==> src/hdl/assert_macros.svh <==
// Assertion macros for the histogram RTL.
`ifndef ASSERT_MACROS_SVH
`define ASSERT_MACROS_SVH

// cond must never hold on a clock edge outside reset
`define CHK_NEVER(label, cond, msg) \
  label: assert property (@(posedge clk) disable iff (!rst_n) !(cond)) else $error(msg);

// ante on a clock edge implies cons on the same edge
`define CHK_IMPLIES(label, ante, cons, msg) \
  label: assert property (@(posedge clk) disable iff (!rst_n) (ante) |-> (cons)) else $error(msg);

`endif

==> src/hdl/phu_pkg.sv <==
// Types and constants of the pixel histogram unit.
package phu_pkg;

  localparam int PIX_W     = 16;
  localparam int IDX_W     = 12;
  localparam int CNT_OUT_W = 32;

  localparam int DEF_NUM_BINS   = 4096;
  localparam int DEF_PIXEL_BITS = 16;
  localparam int DEF_COUNT_BITS = 32;

  localparam int CFG_AW = 3;
  localparam int CFG_DW = 32;

  // register index, taken from paddr[CFG_AW-1]
  localparam logic CFG_REG_MIN_VALUE = 1'b0;

  typedef enum logic [1:0] {
    OP_CLEAR = 2'd0,
    OP_COUNT = 2'd1,
    OP_READ  = 2'd2,
    OP_NONE  = 2'd3
  } phu_op_t;

  typedef enum logic {
    ST_RUN,
    ST_CLEAR
  } phu_state_t;

  typedef struct packed {
    phu_op_t            opcode;
    logic [PIX_W-1:0]   pixel_value;
    logic [IDX_W-1:0]   bin_index;
  } phu_in_t;

  typedef struct packed {
    logic [CNT_OUT_W-1:0] bin_count;
    logic [CNT_OUT_W-1:0] dropped_count;
  } phu_out_t;

endpackage

==> src/hdl/phu_cfg_regs.sv <==
// APB register block holding the histogram base value.
module phu_cfg_regs (
  input  logic                      clk,
  input  logic                      rst_n,
  input  logic                      psel,
  input  logic                      penable,
  input  logic                      pwrite,
  input  logic [phu_pkg::CFG_AW-1:0] paddr,
  input  logic [phu_pkg::CFG_DW-1:0] pwdata,
  output logic [phu_pkg::CFG_DW-1:0] prdata,
  output logic                      pready,
  output logic [phu_pkg::PIX_W-1:0]  min_value
);
  import phu_pkg::*;

  logic [PIX_W-1:0] min_value_r;
  logic             wr_en;
  logic             reg_idx;

  assign reg_idx = paddr[CFG_AW-1];
  assign pready  = 1'b1;
  assign wr_en   = psel && penable && pwrite && pready;

  always_ff @(posedge clk) begin
    if (!rst_n) begin
      min_value_r <= '0;
    end else if (wr_en && (reg_idx == CFG_REG_MIN_VALUE)) begin
      min_value_r <= pwdata[PIX_W-1:0];
    end
  end

  always_comb begin
    prdata = '0;
    if (reg_idx == CFG_REG_MIN_VALUE) begin
      prdata = CFG_DW'(min_value_r);
    end
  end

  assign min_value = min_value_r;

endmodule

==> config.mk <==
export PLATFORM = sky130hd
export DESIGN_NAME = phu_cfg_regs
export DESIGN_NICKNAME = d
export VERILOG_FILES = /design/src/hdl/assert_macros.svh /design/src/hdl/phu_pkg.sv /design/src/hdl/phu_cfg_regs.sv
export SDC_FILE = /design/constraint.sdc
export NUM_CORES = 1
export LEC_CHECK = 0
export CORE_ASPECT_RATIO = 0.8
export CORE_MARGIN = 10
export CORE_UTILIZATION = 51
export CTS_CLUSTER_SIZE = 8
export DETAILED_ROUTE_END_ITERATION = 12
export DONT_BUFFER_PORTS = 1
export GPL_ROUTABILITY_DRIVEN = 0
export GPL_TIMING_DRIVEN = 0
export PLACE_DENSITY = 0.66
export SKIP_LAST_GASP = 1
export SLEW_MARGIN = 20
export SYNTH_ARGS = -nofsm -noshare
export SYNTH_HDL_FRONTEND = slang
export SYNTH_SLANG_ARGS = --single-unit
export TNS_END_PERCENT = 30
==> constraint.sdc <==
create_clock -name clk -period 1.02 [get_ports clk]
set_clock_uncertainty 0.2 [all_clocks]
set_input_delay 0.102 -clock clk [delete_from_list [all_inputs] [get_ports clk]]
set_output_delay 0.102 -clock clk [all_outputs]
set_load 0.03 [all_outputs]
==> results_dict.tcl <==
set metrics [dict create \
    largest_register_ffs 16 \
    grt_antenna_before_repair 0 \
    maximum_number_of_pins_on_one_net_before_global_route_repair 11 \
    hold_end "min_value[6]" \
    layout.filler_cells 126 \
    net_count_final 183 \
    synth.top_cells.by_area "sky130_fd_sc_hd__dfxtp_1, sky130_fd_sc_hd__mux2i_1, sky130_fd_sc_hd__buf_4, sky130_fd_sc_hd__nand2_1, sky130_fd_sc_hd__nor2b_1" \
    critPathTopFamily "flip-flops" \
    grt_pass1_wl_mm 4.13 \
    cap_violations 0 \
    holdPathStages 3 \
    clock.fmax_ghz 0.775 \
    dp_hpwl_mm 1.94 \
    design.portCount 89 \
    area_delta_synth_final_pct 47.0 \
    yosys.area.top_type "sky130_fd_sc_hd__dfxtp_1" \
    clk_transition_reported_paths_ns 0.10 \
    timing.final.ws_setup_ns -0.271 \
    cts_setup_buffers 0 \
    timing.rr.start "min_value[12]" \
    clkLatencyLatePin_ns 0.29 \
    worst_r2r_path_depth 2 \
    cp.depth 1 \
    grt_usage 0.133 \
    status "finished, violations left" \
    drive_gt1_frac 0.394 \
    worstPathCellList "nor2b_4" \
    finalMaxSlewViolations 0 \
    first_iter_violations 30 \
    setup-violations-final 16 \
    synth_seq_cells 16 \
    routed_wire_per_std_cell_um 15.8 \
    rsz0062_at_grt "yes" \
    placementRows 13 \
    grt_pass1_vias 847 \
    worst_setup_path_end_kind "output pin" \
    fp.dieW_um 67.2 \
    critPathMaxStageDelay_ns 0.42 \
    drt.antenna.violating_nets 0 \
    netlist-cell-type-count 11 \
    final_hold_viol_count 0 \
    post-route-util 0.804 \
    cp_data_arrival_time_ns 0.99 \
    power_per_cell_area_nw_per_um2 1030 \
    via_count 747 \
    antenna_cells_inserted 0 \
    crit_type "reg -> out" \
    htreeDepth 1 \
    numClockSinks 16 \
    chipHeight_um 57.7 \
    timing.setup.tns_ns -4.00 \
    hold_path_startpoint "rst_n" \
    standby_leakage_power_nw 0.556 \
    post_synth_instance_area_um2 907 \
    dieArea_um2 3880 \
    worst_ir_drop_vdd_mv 0.692 \
    worst_r2r_endpoint "min_value[12]" \
    timing.critical_path.buf_inv 0 \
    synth-seq-area-share 0.353 \
    cts-buffers-inserted 3 \
    tritoncts "done" \
    cp_slowest_cell "sky130_fd_sc_hd__dfxtp_4" \
    wl_mm 2.60 \
    grt_overflow 0 \
    cp_max_fo 3 \
    cp_data_required_time_ns 0.72 \
    min_period_over_period 1.27 \
    floorplan.initialDensity 0.547 \
    synth_warnings 0 \
    tmin_final_ns 1.29 \
    detail_route.drc_violations 0 \
    worst_setup_path_start_kind "flip-flop" \
    avgSynthCellArea_um2 8.56 \
    post_drt_via_cell_ratio 4.55 \
    slew_headroom 0.615 \
    post-synth-top-area-fraction 0.353 \
    synth_cells 106 \
    core_um2 1660 \
    timing_worst_slew_pin_value_ns 0.577 \
    detail_route.first_pass.iterations 4 \
    placement.io_buffers 0 \
    r2r_setup_slk_ns 0.08 \
    hold_path_class "in -> reg" \
    cts_root_buf "sky130_fd_sc_hd__clkbuf_4" \
    violations_in_the_final_reports "negative setup slack" \
    cts.path.max_buffers 2 \
]
## kinds of logic (layout without fill, tap and decap cells)
group	Yosys count	after routing	share of synthesized area
DFF	16	16	0.353
buffers and inverters	23	44	0.192
other	2	17	0.00828
muxes	16	16	0.177
and+or+nand+nor	49	49	0.270
## layout by cell type (no fill, tap or decap), drive strengths merged
master       instances
conb                17
and4b                1
clkbuf               8
dfxtp               16
nand2               32
nor2b               10
and2b                6
mux2i               16
dlygate4sd3         17
buf                 19
## worst max path at each step
stage                             start          to  slack [ns]
after global placement     min_value[9]   prdata[9]       -0.14
after detailed placement   min_value[9]   prdata[9]       -0.15
after floorplan            min_value[7]   prdata[7]       -0.09
final                      min_value[9]   prdata[9]       -0.27
after CTS                 min_value[12]  prdata[12]       -0.28
after global routing       min_value[4]   prdata[4]       -0.31
## routing by layer
layer / vias up / GRT usage / part of all wire
li1: 367 / - / -
met1: 336 / 0.145 / 0.38
met2: 44 / 0.211 / 0.47
met3: 0 / 0.0864 / 0.15
met4: 0 / 0.0263 / 0
met5: - / 0 / 0
## cells in the mapped netlist
library cell,n
sky130_fd_sc_hd__nand2_1,32
sky130_fd_sc_hd__and2b_2,6
sky130_fd_sc_hd__conb_1,2
sky130_fd_sc_hd__clkbuf_1,4
sky130_fd_sc_hd__and4b_1,1
sky130_fd_sc_hd__buf_12,1
sky130_fd_sc_hd__mux2i_1,16
sky130_fd_sc_hd__nor2b_1,10
sky130_fd_sc_hd__dfxtp_1,16
sky130_fd_sc_hd__buf_6,1
sky130_fd_sc_hd__buf_4,17
## area by class of cell
| type | instances | area (um2) | area share |
|---|---|---|---|
| multi-input cells | 82 | 544 | 0.408 |
| flip-flops and latches | 16 | 380 | 0.285 |
| plain buffers | 23 | 175 | 0.131 |
| repair buffers | 17 | 170 | 0.128 |
| clock buffers | 4 | 36.3 | 0.0272 |
| well taps | 22 | 27.5 | 0.0206 |
## where the power goes
part / switching (mW) / leakage (nW) / internal [mW]
Combinational: 0.181 / 0.393 / 0.131
Clock: 0.203 / 0.0210 / 0.217
Sequential: 0.0398 / 0.142 / 0.606
Total: 0.423 / 0.556 / 0.955
## through the flow
step	instances	hold slack, ns	instance area (um2)	setup slack [ns]	total power [mW]
after floorplan	121	0.0366	1050	-0.0874	0.926
after global placement	143	0.0389	1080	-0.144	0.944
after detailed placement	143	0.0496	1080	-0.153	0.947
after CTS	164	0.0278	1330	-0.278	1.38
after global routing	164	0.0378	1330	-0.312	1.45
final	164	0.0254	1330	-0.271	1.38
## what timing repair did
| item | in CTS | in global routing |
|---|---|---|
| hold endpoints to repair | 16 | 0 |
| hold buffers | 17 | 0 |
| resized for setup | 25 | 0 |
| gates cloned | 0 | 0 |
| endpoints found under the setup margin | 39 | 32 |
No activity file was read; power rests on OpenSTA's default activity.
